==> src/basp_pkg.sv <==
// Shared types and constants for the build attribute stream parser.
// Used by basp_core, basp_out_fifo and build_attribute_stream_parser_unit.
package basp_pkg;

  typedef enum logic [3:0] {
    PH_FORMAT = 4'd0,
    PH_LENGTH = 4'd1,
    PH_VENDOR = 4'd2,
    PH_SUBTAG = 4'd3,
    PH_SUBLEN = 4'd4,
    PH_TAG    = 4'd5,
    PH_VALUE  = 4'd6,
    PH_STRING = 4'd7,
    PH_SKIP   = 4'd8
  } basp_phase_t;

  localparam logic [7:0]  FORMAT_LETTER  = 8'h41;
  localparam logic [31:0] MIN_LENGTH     = 32'd5;
  localparam logic [7:0]  FILE_SUBTAG    = 8'd1;
  localparam logic [63:0] STRING_TAG     = 64'd4;
  localparam logic [6:0]  ULEB_STEP      = 7'd7;
  localparam logic [6:0]  ULEB_LIMIT     = 7'd64;

  localparam logic KIND_ATTR    = 1'b0;
  localparam logic KIND_SUMMARY = 1'b1;

  localparam int FIFO_DEPTH = 4;
  localparam int FIFO_AW    = $clog2(FIFO_DEPTH);
  localparam int FIFO_CW    = $clog2(FIFO_DEPTH + 1);

  typedef struct packed {
    logic        record_kind;
    logic [31:0] attr_tag;
    logic [63:0] attr_value;
    logic        has_string;
    logic [31:0] string_offset;
    logic [31:0] string_length;
    logic [31:0] attr_count;
    logic        end_of_run;
  } basp_rec_t;

  typedef struct packed {
    logic      attr_vld;
    logic      sum_vld;
    basp_rec_t attr;
    basp_rec_t sum;
  } basp_push_t;

endpackage

==> src/basp_core.sv <==
// Byte-at-a-time parser state and the combinational step for one item.
// Depends on basp_pkg for the phase type and the record structs.
module basp_core (
  input  logic                clk,
  input  logic                rst,
  input  logic                accept,
  input  logic [7:0]          data_byte,
  input  logic                last_byte,
  input  logic [31:0]         total_size,
  input  logic                big_endian,
  output basp_pkg::basp_push_t push
);

  basp_pkg::basp_phase_t phase, phase_next;
  logic [31:0] pos, pos_next;
  logic [32:0] sec_end, sec_end_next;
  logic [32:0] sub_end, sub_end_next;
  logic [31:0] len_acc, len_acc_next;
  logic [1:0]  len_idx, len_idx_next;
  logic [63:0] uleb_acc, uleb_acc_next;
  logic [6:0]  uleb_shift, uleb_shift_next;
  logic [31:0] held_tag, held_tag_next;
  logic [31:0] str_start, str_start_next;
  logic [31:0] found_count, found_count_next;
  logic        halted, halted_next;

  logic [32:0] np;
  logic [31:0] len_new;
  logic [32:0] len_sum;
  logic        len_wrap;
  logic [32:0] len_end;
  logic [63:0] uleb_new;
  logic [6:0]  shift_plus;
  logic        uleb_cont;
  logic        uleb_broken;
  logic        at_sec_end;
  logic        in_sub;
  logic        ns_ok;
  logic        emit;
  logic [31:0] count_after;

  assign np          = {1'b0, pos} + 33'd1;
  assign len_new     = big_endian ? {len_acc[23:0], data_byte}
                                  : (len_acc | ({24'd0, data_byte} << {len_idx, 3'b000}));
  assign len_sum     = {1'b0, pos} + {1'b0, len_new};
  assign len_wrap    = len_sum < 33'd3;
  assign len_end     = len_sum - 33'd3;
  assign uleb_new    = uleb_acc | ({57'd0, data_byte[6:0]} << uleb_shift[5:0]);
  assign shift_plus  = uleb_shift + basp_pkg::ULEB_STEP;
  assign uleb_cont   = data_byte[7];
  assign in_sub      = np < sub_end;
  assign uleb_broken = uleb_cont && ((shift_plus >= basp_pkg::ULEB_LIMIT) || !in_sub);
  assign at_sec_end  = np >= sec_end;
  assign ns_ok       = ({1'b0, sec_end} + 34'd4) <= {2'b00, total_size};

  // Record emission for this byte.
  always_comb begin
    emit = 1'b0;
    if (!halted) begin
      case (phase)
        basp_pkg::PH_TAG:
          emit = !uleb_cont && (uleb_new == basp_pkg::STRING_TAG) && !in_sub;
        basp_pkg::PH_VALUE:
          emit = !uleb_cont;
        basp_pkg::PH_STRING:
          emit = (data_byte == 8'd0) || !in_sub;
        default:
          emit = 1'b0;
      endcase
    end
  end

  assign count_after = found_count + {31'd0, emit};

  always_comb begin
    push = '0;
    push.attr_vld = accept && emit;
    push.sum_vld  = accept && last_byte;
    push.attr.record_kind = basp_pkg::KIND_ATTR;
    push.attr.attr_tag    = (phase == basp_pkg::PH_TAG) ? uleb_new[31:0] : held_tag;
    push.attr.attr_value  = (phase == basp_pkg::PH_VALUE) ? uleb_new : 64'd0;
    if ((phase == basp_pkg::PH_STRING) && (data_byte == 8'd0)) begin
      push.attr.has_string    = 1'b1;
      push.attr.string_offset = str_start;
      push.attr.string_length = pos - str_start;
    end
    push.sum.record_kind = basp_pkg::KIND_SUMMARY;
    push.sum.attr_count  = count_after;
    push.sum.end_of_run  = 1'b1;
  end

  // Next state for one accepted byte.
  always_comb begin
    logic goto_loop;
    logic goto_end;
    logic goto_next;
    phase_next       = phase;
    pos_next         = pos;
    sec_end_next     = sec_end;
    sub_end_next     = sub_end;
    len_acc_next     = len_acc;
    len_idx_next     = len_idx;
    uleb_acc_next    = uleb_acc;
    uleb_shift_next  = uleb_shift;
    held_tag_next    = held_tag;
    str_start_next   = str_start;
    found_count_next = count_after;
    halted_next      = halted;
    goto_loop        = 1'b0;
    goto_end         = 1'b0;
    goto_next        = 1'b0;
    if (!halted) begin
      pos_next = pos + 32'd1;
      unique case (phase)
        basp_pkg::PH_FORMAT: begin
          if ((total_size < basp_pkg::MIN_LENGTH) || (data_byte != basp_pkg::FORMAT_LETTER)) begin
            halted_next = 1'b1;
          end else begin
            phase_next   = basp_pkg::PH_LENGTH;
            len_acc_next = '0;
            len_idx_next = '0;
          end
        end
        basp_pkg::PH_LENGTH: begin
          len_acc_next = len_new;
          if (len_idx != 2'd3) begin
            len_idx_next = len_idx + 2'd1;
          end else begin
            len_idx_next = '0;
            if (len_new < basp_pkg::MIN_LENGTH) begin
              halted_next = 1'b1;
            end else if (len_wrap || (len_end > {1'b0, total_size})) begin
              halted_next = 1'b1;
            end else begin
              sec_end_next = len_end;
              phase_next   = basp_pkg::PH_VENDOR;
            end
          end
        end
        basp_pkg::PH_VENDOR: begin
          if (data_byte != 8'd0) begin
            if (at_sec_end) begin
              halted_next = 1'b1;
            end
          end else if (!at_sec_end) begin
            phase_next = basp_pkg::PH_SUBTAG;
          end else begin
            goto_next = 1'b1;
          end
        end
        basp_pkg::PH_SUBTAG: begin
          if (data_byte == basp_pkg::FILE_SUBTAG) begin
            if (({1'b0, np} + 34'd4) > {1'b0, sec_end}) begin
              halted_next = 1'b1;
            end else begin
              phase_next   = basp_pkg::PH_SUBLEN;
              len_acc_next = '0;
              len_idx_next = '0;
            end
          end else begin
            goto_end = 1'b1;
          end
        end
        basp_pkg::PH_SUBLEN: begin
          len_acc_next = len_new;
          if (len_idx != 2'd3) begin
            len_idx_next = len_idx + 2'd1;
          end else begin
            len_idx_next = '0;
            if (len_wrap || (len_end > sec_end)) begin
              sub_end_next = sec_end;
            end else begin
              sub_end_next = len_end;
            end
            goto_loop = 1'b1;
          end
        end
        basp_pkg::PH_TAG: begin
          if (uleb_broken) begin
            goto_end = 1'b1;
          end else if (uleb_cont) begin
            uleb_acc_next   = uleb_new;
            uleb_shift_next = shift_plus;
          end else begin
            held_tag_next = uleb_new[31:0];
            if (uleb_new == basp_pkg::STRING_TAG) begin
              str_start_next = np[31:0];
              if (in_sub) begin
                phase_next = basp_pkg::PH_STRING;
              end else begin
                goto_end = 1'b1;
              end
            end else if (in_sub) begin
              phase_next      = basp_pkg::PH_VALUE;
              uleb_acc_next   = '0;
              uleb_shift_next = '0;
            end else begin
              goto_end = 1'b1;
            end
          end
        end
        basp_pkg::PH_VALUE: begin
          if (uleb_broken) begin
            goto_end = 1'b1;
          end else if (uleb_cont) begin
            uleb_acc_next   = uleb_new;
            uleb_shift_next = shift_plus;
          end else begin
            goto_loop = 1'b1;
          end
        end
        basp_pkg::PH_STRING: begin
          if (data_byte == 8'd0) begin
            goto_loop = 1'b1;
          end else if (!in_sub) begin
            goto_end = 1'b1;
          end
        end
        basp_pkg::PH_SKIP: begin
          if (at_sec_end) begin
            goto_next = 1'b1;
          end
        end
        default: begin
          halted_next = 1'b1;
        end
      endcase
      if (goto_loop) begin
        if (np < sub_end_next) begin
          phase_next      = basp_pkg::PH_TAG;
          uleb_acc_next   = '0;
          uleb_shift_next = '0;
        end else begin
          goto_end = 1'b1;
        end
      end
      if (goto_end) begin
        if (at_sec_end) begin
          goto_next = 1'b1;
        end else begin
          phase_next = basp_pkg::PH_SKIP;
        end
      end
      if (goto_next) begin
        if (ns_ok) begin
          phase_next   = basp_pkg::PH_LENGTH;
          len_acc_next = '0;
          len_idx_next = '0;
        end else begin
          halted_next = 1'b1;
        end
      end
    end
  end

  always_ff @(posedge clk) begin
    if (rst || (accept && last_byte)) begin
      phase       <= basp_pkg::PH_FORMAT;
      pos         <= '0;
      sec_end     <= '0;
      sub_end     <= '0;
      len_acc     <= '0;
      len_idx     <= '0;
      uleb_acc    <= '0;
      uleb_shift  <= '0;
      held_tag    <= '0;
      str_start   <= '0;
      found_count <= '0;
      halted      <= 1'b0;
    end else if (accept) begin
      phase       <= phase_next;
      pos         <= pos_next;
      sec_end     <= sec_end_next;
      sub_end     <= sub_end_next;
      len_acc     <= len_acc_next;
      len_idx     <= len_idx_next;
      uleb_acc    <= uleb_acc_next;
      uleb_shift  <= uleb_shift_next;
      held_tag    <= held_tag_next;
      str_start   <= str_start_next;
      found_count <= found_count_next;
      halted      <= halted_next;
    end
  end

endmodule

==> src/basp_out_fifo.sv <==
// Small result queue that takes up to two records per cycle and hands out one.
// Depends on basp_pkg for the record structs and queue sizing.
module basp_out_fifo (
  input  logic                       clk,
  input  logic                       rst,
  input  basp_pkg::basp_push_t       push,
  input  logic                       pop,
  output logic                       in_ready,
  output logic                       out_valid,
  output basp_pkg::basp_rec_t        out_rec,
  output logic [basp_pkg::FIFO_CW-1:0] level
);

  basp_pkg::basp_rec_t mem [basp_pkg::FIFO_DEPTH];
  logic [basp_pkg::FIFO_AW-1:0] wr_ptr;
  logic [basp_pkg::FIFO_AW-1:0] rd_ptr;
  logic [basp_pkg::FIFO_CW-1:0] count;
  logic [1:0]                   n_push;
  logic                         do_pop;
  basp_pkg::basp_rec_t          first_rec;

  assign n_push    = {1'b0, push.attr_vld} + {1'b0, push.sum_vld};
  assign out_valid = count != '0;
  assign do_pop    = pop && out_valid;
  assign in_ready  = count <= basp_pkg::FIFO_CW'(basp_pkg::FIFO_DEPTH - 2);
  assign out_rec   = mem[rd_ptr];
  assign level     = count;
  assign first_rec = push.attr_vld ? push.attr : push.sum;

  always_ff @(posedge clk) begin
    if (n_push != 2'd0) begin
      mem[wr_ptr] <= first_rec;
    end
    if (n_push == 2'd2) begin
      mem[wr_ptr + basp_pkg::FIFO_AW'(1)] <= push.sum;
    end
  end

  always_ff @(posedge clk) begin
    if (rst) begin
      wr_ptr <= '0;
      rd_ptr <= '0;
      count  <= '0;
    end else begin
      wr_ptr <= wr_ptr + basp_pkg::FIFO_AW'(n_push);
      if (do_pop) begin
        rd_ptr <= rd_ptr + basp_pkg::FIFO_AW'(1);
      end
      count <= count + basp_pkg::FIFO_CW'(n_push) - basp_pkg::FIFO_CW'(do_pop);
    end
  end

endmodule

==> src/build_attribute_stream_parser_unit.sv <==
// Top level of the build attribute stream parser: configuration registers,
// parser core and result queue. Depends on basp_pkg, basp_core, basp_out_fifo.
//
//   channel  direction  handshake          payload
//   s        in         s_tvalid/s_tready  tdata: data_byte; tlast: last_byte
//   m        out        m_tvalid/m_tready  tdata: record fields; tuser: kind;
//                                          tlast: end_of_run
//   cfg      in         cfg_wen            cfg_addr index, cfg_wdata value
//
// One byte is parsed per cycle while s_tready is high; its records are written to the result queue, which feeds m.
// A byte is taken whenever the four-entry result queue has room for two records,
// so with m_tready held high the block takes a byte in every cycle.
// Reset (rst, synchronous) clears the parser state, the queue and both registers.
// A stall on m only holds s off once the queue has three or more records.
module build_attribute_stream_parser_unit (
  input  logic         clk,
  input  logic         rst,
  input  logic         s_tvalid,
  output logic         s_tready,
  input  logic [7:0]   s_tdata,   // [7:0] data_byte
  input  logic         s_tlast,
  output logic         m_tvalid,
  input  logic         m_tready,
  // [31:0] attr_tag, [95:32] attr_value, [96] has_string, [128:97] string_offset,
  // [160:129] string_length, [192:161] attr_count, [199:193] zero
  output logic [199:0] m_tdata,
  output logic         m_tuser,   // [0] record_kind
  output logic         m_tlast,
  input  logic         cfg_wen,
  input  logic         cfg_addr,
  input  logic [31:0]  cfg_wdata
);

  localparam logic CFG_TOTAL_SIZE = 1'b0;
  localparam logic CFG_BIG_ENDIAN = 1'b1;

  logic [31:0]          total_size;
  logic                 big_endian;
  logic                 in_accept;
  basp_pkg::basp_push_t push;
  basp_pkg::basp_rec_t  out_rec;
  logic [basp_pkg::FIFO_CW-1:0] level;

  always_ff @(posedge clk) begin
    if (rst) begin
      total_size <= '0;
      big_endian <= 1'b0;
    end else if (cfg_wen) begin
      unique case (cfg_addr)
        CFG_TOTAL_SIZE: total_size <= cfg_wdata;
        CFG_BIG_ENDIAN: big_endian <= cfg_wdata[0];
        default: ;
      endcase
    end
  end

  assign in_accept = s_tvalid && s_tready;

  basp_core u_core (
    .clk        (clk),
    .rst        (rst),
    .accept     (in_accept),
    .data_byte  (s_tdata),
    .last_byte  (s_tlast),
    .total_size (total_size),
    .big_endian (big_endian),
    .push       (push)
  );

  basp_out_fifo u_fifo (
    .clk       (clk),
    .rst       (rst),
    .push      (push),
    .pop       (m_tready),
    .in_ready  (s_tready),
    .out_valid (m_tvalid),
    .out_rec   (out_rec),
    .level     (level)
  );

  assign m_tdata = {7'd0, out_rec.attr_count, out_rec.string_length, out_rec.string_offset,
                    out_rec.has_string, out_rec.attr_value, out_rec.attr_tag};
  assign m_tuser = out_rec.record_kind;
  assign m_tlast = out_rec.end_of_run;

  a_level_bound: assert property (@(posedge clk) disable iff (rst)
    level <= basp_pkg::FIFO_CW'(basp_pkg::FIFO_DEPTH))
    else $error("result queue overfilled");

  a_summary_out: assert property (@(posedge clk) disable iff (rst)
    (in_accept && s_tlast) |=> m_tvalid)
    else $error("summary record not queued");

  a_kind_last: assert property (@(posedge clk) disable iff (rst)
    m_tvalid |-> (m_tuser == m_tlast))
    else $error("record kind and end of run disagree");

  a_empty_ready: assert property (@(posedge clk) disable iff (rst)
    !m_tvalid |-> s_tready)
    else $error("input stalled with an empty queue");

endmodule
==> config.mk <==
export PLATFORM = sky130hd
export DESIGN_NAME = build_attribute_stream_parser_unit
export DESIGN_NICKNAME = d
export VERILOG_FILES = /design/src/basp_pkg.sv /design/src/basp_core.sv /design/src/basp_out_fifo.sv /design/src/build_attribute_stream_parser_unit.sv
export SDC_FILE = /design/constraint.sdc
export NUM_CORES = 2
export LEC_CHECK = 0
export BUFFER_PORTS_ARGS = -buffer_cell sky130_fd_sc_hd__buf_2
export CORE_MARGIN = 5
export CORE_UTILIZATION = 40
export DETAILED_ROUTE_END_ITERATION = 12
export PLACE_DENSITY = 0.63
export SYNTH_ARGS = -nofsm -noshare
export SYNTH_HDL_FRONTEND = slang
export SYNTH_SLANG_ARGS = --single-unit
==> constraint.sdc <==
create_clock -name clk -period 13.55 [get_ports clk]
set_input_delay 1.355 -clock clk [delete_from_list [all_inputs] [get_ports clk]]
set_output_delay 1.355 -clock clk [all_outputs]
set_load 0.02 [all_outputs]
* Word-level counts from Yosys, hierarchy flattened
Memory sizes are Yosys's and may differ from the RTL's. A register that Yosys moved wholly into a read port is not among the register bits.
Index checks and enable logic that the tools add are counted.
** Word-level totals
- Bits in registers :: 344
- RAM bits :: 780
- Bits of input ports :: 47
- Output and inout port bits :: 204
- Word-level logic and storage cells :: 200
- Memories :: 1
** Cells by class
- Add/sub/neg operators :: 16
- Magnitude comparators :: 12
- Eq/ne operators :: 13
- Shift-type cells :: 2
- Multiplexer cells :: 101
- Bitwise operators :: 9
- Reduce and logical (&&, ||, !) cells :: 29
** Memory list
- u_fifo.mem :: words 4, bits a word 195, rd ports 1, clocked after memory_dff 1, write ports 2, line basp_out_fifo.sv:14 : basp_pkg::basp_rec_t mem [basp_pkg::FIFO_DEPTH];
** Operators with widths (number)
- 64-bit two-way mux :: 9
- 32-bit two-way mux :: 7
- 195-bit two-way mux :: 1
- 33-bit two-way mux :: 4
- 64-bit one-hot mux with 2 select lines :: 1
- 32-bit one-hot mux with 3 select lines :: 1
- 4-bit two-way mux :: 19
- 33-bit by 3-bit adder with 34-bit output (second input constant) :: 2
- 33-bit less-than comparator :: 2
- 65-bit two-way mux :: 1
- 64-bit by 3-bit equality test with 1-bit output (second input constant) :: 1
- 32-bit by 3-bit less-than comparator with 1-bit output (second input constant) :: 2
- 64-bit OR :: 1
- 7-bit by 6-bit << shifter with 64-bit output :: 1
- 7-bit two-way mux :: 8
- 34-bit by 33-bit > comparator with 1-bit output :: 1
- 34-bit by 32-bit <= comparator with 1-bit output :: 1
- 1-bit two-way mux :: 34
- 32-bit by 1-bit adder with 33-bit output (second input constant) :: 1
- 32-bit by 32-bit adder with 33-bit output :: 1
- 33-bit >= comparator :: 1
- 33-bit by 32-bit > comparator with 1-bit output :: 1
- 33-bit > comparator :: 1
- 33-bit by 2-bit less-than comparator with 1-bit output (second input constant) :: 1
- 44 further kinds :: 80

* Longest topological paths before layout
- Depth in word-level cells :: 19
- Gate-level depth with buffers :: 49
- Depth with buffers taken out :: 44

* Cells and area by module
From an unflattened synthesis, not the netlist that was laid out.
** Second synthesis, totals
- Cell total of the unflattened synthesis :: 5996
- Area, all modules :: 68831.0 µm²
** By module, submodules not included
- basp_out_fifo :: instances 1, cells each 1942, area an instance 38600.8 µm², seq. area each 23602.6 µm²
- basp_core :: instances 1, cells each 3896, area an instance 28489.8 µm², seq. area each 6085.8 µm²
- build_attribute_stream_parser_unit :: instances 1, cells each 158, area an instance 1740.4 µm², seq. area each 660.6 µm²

* Least setup slack after synthesis
No wires, ideal clock.
- Path kind :: in2reg
- Start point :: in s_tdata[0]
- End point :: reg u_core.len_acc[2]
- Arrival time :: 10053 ps
- Required time :: 13480 ps
- Setup slack :: 3426 ps
- Stages :: 44
- Cells stage by stage :: clkbuf_1 > a21oi_1 > inv_1 > ha_1 > inv_1 > fa_1 > nor2b_1 > o21bai_1 > a21oi_1 > a2111oi_0 > a311oi_1 > nand4bb_1 > or4b_1 > nor4_2 > nand2_1 > xor2_1 > ha_1 > nand4_1 > [... 8 more ...] > nor2_1 > a211oi_1 > a21oi_1 > ha_1 > nor2b_1 > o21ai_0 > nand2b_1 > a21oi_1 > o221ai_1 > a221oi_1 > o221ai_1 > a221oi_1 > o31ai_1 > o211ai_2 > a31o_1 > buf_6 > buf_2 > o2bb2ai_1
** Between the ends
- Longest elaborated chain between the ends :: 18
** RTL lines
- from (decl) :: line build_attribute_stream_parser_unit.sv:20 : input logic [7:0] s_tdata,
- 8-bit by 5-bit << shifter with 32-bit output :: line basp_core.sv:44 : : (len_acc | ({24'd0, data_byte} << {len_idx, 3'b000}));
- 32-bit OR :: line basp_core.sv:44
- 32-bit two-way mux * :: line basp_core.sv:43 : assign len_new = big_endian ? {len_acc[23:0], data_byte}
- 32-bit by 32-bit adder with 33-bit output * :: line basp_core.sv:45 : assign len_sum = {1'b0, pos} + {1'b0, len_new};
- 33-bit by 2-bit subtractor with 33-bit output * :: line basp_core.sv:47 : assign len_end = len_sum - 33'd3;
- via u_core.len_end[32] :: line basp_core.sv:31 : logic [32:0] len_end;
- 33-bit > comparator :: line basp_core.sv:170 : if (len_wrap || (len_end > sec_end)) begin
- 1-bit logical OR :: line basp_core.sv:170
- [... 3 more ...]
- 33-bit two-way mux * :: line basp_core.sv:112 : if (!halted) begin
- 33-bit less-than comparator * :: line basp_core.sv:229 : if (np < sub_end_next) begin
- 1-bit two-way mux * :: line basp_core.sv:229
- 1-bit two-way mux * :: line basp_core.sv:228 : if (goto_loop) begin
- 1-bit two-way mux * :: line basp_core.sv:112
- 1-bit two-way mux * :: line basp_core.sv:237 : if (goto_end) begin
- 1-bit two-way mux * :: line basp_core.sv:112
- 32-bit two-way mux * :: line basp_core.sv:244 : if (goto_next) begin
- to (signal assigned) :: line basp_core.sv:275 : len_acc <= len_acc_next;
- to (decl) :: line basp_core.sv:18 : logic [31:0] len_acc, len_acc_next;
The timed path passes the listed nets; every way through them passes the cells marked *. The select of a mux whose other input is x is not followed.
A chain may end at the register's enable or synchronous reset.

* Worst setup path in the final report
- Start point :: reg u_core.len_idx[0]
- End point :: reg u_core.len_acc[26]
** Between the ends
- Longest elaborated chain between the ends :: 18
** RTL lines
- from (decl) :: line basp_core.sv:19 : logic [1:0] len_idx, len_idx_next;
- from (signal assigned) :: line basp_core.sv:276 : len_idx <= len_idx_next;
- 8-bit by 5-bit << shifter with 32-bit output * :: line basp_core.sv:44
- 32-bit OR * :: line basp_core.sv:44
- 32-bit two-way mux * :: line basp_core.sv:43
- 32-bit by 32-bit adder with 33-bit output * :: line basp_core.sv:45
- 33-bit by 2-bit subtractor with 33-bit output * :: line basp_core.sv:47
- via u_core.len_end[32] :: line basp_core.sv:31
- 33-bit > comparator :: line basp_core.sv:170
- 1-bit logical OR :: line basp_core.sv:170
- [... 3 more ...]
- 33-bit two-way mux * :: line basp_core.sv:112
- 33-bit less-than comparator * :: line basp_core.sv:229
- 1-bit two-way mux * :: line basp_core.sv:229
- 1-bit two-way mux * :: line basp_core.sv:228
- 1-bit two-way mux * :: line basp_core.sv:112
- 1-bit two-way mux * :: line basp_core.sv:237
- 1-bit two-way mux * :: line basp_core.sv:112
- 32-bit two-way mux * :: line basp_core.sv:244
Marks and branches as above.

==> flow_summary.ini <==
[clocking]
clock_path_buffers = 3
clk_pin_slew_ns = 0.06
holdBufCountCts = 0
htreeDepth = 3
post_cts_buffers = 0
root_buffer = clkbuf_16
tritoncts = yes
insertion_delay_ns = 0.76
clock_sinks = 1122
ctsResizeCount = 0
numCtsBuffers = 117

[critical_path]
critPathRequiredTime_ns = 14.25
critPathLaunchType = flip-flop
crit_path_max_incr_delay_ns = 0.77
cp.arrival_ns = 12.52
regToRegSetupSlack_ns = 1.73
cp-end-kind = flip-flop
critical_path.max_fanout = 33
worstSetupPathType = reg -> reg
slowest_stage = nor2b_1
cpMostUsedCell = a21oi_1

[logic_synthesis]
syn_area_per_cell_um2 = 9.368
yosysWarnings = 0
ys_types = 94
synth_top_area_share_pct = 35.59
synthArstFlopShare_pct = 0
synth-edff-count = 128
netlist_instances = 5968
synth_seq_area_share_pct = 42.47
yosysTopAreaCell = dfxtp_1
synth_area_um2 = 55910
synthTopCellsByArea = dfxtp_1 36%, mux4_2 8.0%, edfxtp_1 6.9%, ha_1 6.8%, o21ai_0 4.9%
synth-seq-cells = 1122
synthFlopType = dfxtp_1

[worst_hold_path]
min_path_type = reg -> reg

[timing]
setup_ws_ns = 1.727
finalSetupTns_ns = 0
tightest_slew_ns = 1.162
max_freq_mhz = 84.58
fin_crit_ns = 11.82
rsz0062_at_grt = no
slew_violations = 0
finalSetupViolations = 0
hold_viol_final = 0
fin_worst_skew_ns = 0.05727
fin_crit_sh_pct = 87.26
hold_slack_ns = 0.4441
maxSlewHeadroom_pct = 21.96

[route]
drt-initial-drc-count = 4808
vias_per_cell = 5.820
ant_nets = 0
firstDrtPassIters = 6
routed_wirelength_um = 181700
drc = 0
wire_per_inst_um = 22.59
route.vias.total = 46812

[cells_and_area]
finalNetCount = 6421
layout-drive-gt1-share_pct = 13.27
fillers = 13381
stdcell_count = 8043
layout_common_cells = 991 x dfxtp_1, 698 x nand2_1, 551 x o21ai_0, 534 x nor2_1, 360 x a21oi_1
mostFrequentLayoutCell = dfxtp_1
syn_to_final_growth_pct = 12.86
multi_input_area_um2 = 29950
ff_latch_area_um2 = 23750

[die]
row_count = 137
fp.dieArea_um2 = 147400
fp.dieW_um = 383.9
die_height_um = 383.9
initial_core_util_pct = 40.17
core_um2 = 139200
io_pins = 251

[global_route]
grt-ovfl-total = 0
grt_pass1_vias = 44442
antenna_found_initial = 12
grt_use_total_pct = 23.82
grt_max_degree = 162
grt_pass1_wl_um = 275500

[run_status]
status = complete, no violations

[power]
powerDensity_nw_per_um2 = 131.7
total_power_uw = 8312
peakVddDrop_uv = 88.21
leakagePower_uw = 0.02432

[placement]
hpwl_um = 127700
io_buffers = 243
dp_cells = 7825
dp_slack_ns = 1.412
gp_congestion = 0.9428

[job]
max_cap_viol_count = 0
==> sequential cells by signal (all words and copies together) (netlist names), named ones only <==
name,count
big_endian,1
u_core.str_start,32
u_core.halted,1
u_core.sub_end,33
u_core.sec_end,33
u_fifo.level,3
u_core.len_idx,2
u_core.uleb_shift,7
u_fifo.mem,776
u_core.phase,4
u_fifo.wr_ptr,2
u_core.held_tag,32
u_core.uleb_acc,64
u_core.pos,32
u_core.found_count,32
u_core.len_acc,32
total_size,32
u_fifo.rd_ptr,2
==> power breakdown <==
part | switching, µW | internal, µW
Combinational | 906 | 482
Clock | 1410 | 2040
Sequential | 65.3 | 3410
==> layer usage <==
metal	routed length, µm	global-route usage (%)
met1	84540	34.88
met2	79230	36.31
met3	14040	4.431
met4	3857	5.812
met5	41	0
==> final timing paths <==
check / from / endpoint / cells past startpoint
min: u_fifo.mem[1][0]$_SDFFE_PP1P_ / u_fifo.mem[1][0]$_SDFFE_PP1P_ / 2
max reg2reg: u_core.len_idx[0]$_SDFFE_PP0P_ / u_core.len_acc[26]$_SDFFE_PP0P_ / 40
max: u_core.len_idx[0]$_SDFFE_PP0P_ / u_core.len_acc[26]$_SDFFE_PP0P_ / 40
min reg2reg: u_fifo.mem[1][0]$_SDFFE_PP1P_ / u_fifo.mem[1][0]$_SDFFE_PP1P_ / 2
==> cell families (layout without fill, tap and decap cells) <==
group	after synthesis	after routing	share of synthesized area (%)
compound gates	1704	1704	19.81
xor+xnor	241	241	3.775
fa+ha+maj	306	306	6.888
mux	249	249	8.929
simple gates	1744	1744	13.94
buf+inv	601	792	4.187
flops	1122	1122	42.47
other cells	1	9	0.006707
==> worst max-delay path: cells and delay by family (launching register included) <==
| family | cells | cell delay, ns |
|---|---|---|
| AOI/OAI and AO/OA | 18 | 5.26 |
| muxes | 1 | 0.24 |
| buffers and inverters | 3 | 0.56 |
| DFF | 1 | 0.48 |
| and+or+nand+nor | 13 | 3.81 |
| xor gates and xnor gates | 1 | 0.18 |
| adders and majority gates | 4 | 1.20 |
==> synthesized netlist by cell type, types with 24 or more instances <==
cell type  count
a21oi_1      361
o2bb2ai_1     53
inv_1        223
ha_1         303
o21a_1        41
edfxtp_1     128
nor4_1        35
a22o_1       272
buf_1         40
o21ai_0      551
and2_1        28
nor2b_1       46
xnor2_1      146
nand4_1       58
or3_1         44
mux4_2       198
a211oi_1     144
mux2i_1       33
dfxtp_1      994
nand2b_1      24
nand3_1       91
a21o_1        97
nand2_1      700
nor2_1       538
and3_1        40
nor3_1        73
xor2_1        95
clkbuf_1     303
==> layout make-up <==
class                      count  area share (%)
clock inverter                50           1.150
multi-input combinational   4251           47.46
sequential                  1122           37.64
antenna                        2        0.007931
clock buffer                 166           5.449
inverter                     225           1.338
tap                         1876           3.720
timing repair buffer         351           3.232
==> metrics by stage <==
step                util, %  area (µm²)
global placement      42.34       58930
global route          45.33       63100
detailed placement    42.34       58930
CTS                   45.33       63100
finish                45.33       63100
floorplan                 -       55930
(Power assumes the default switching activity.)
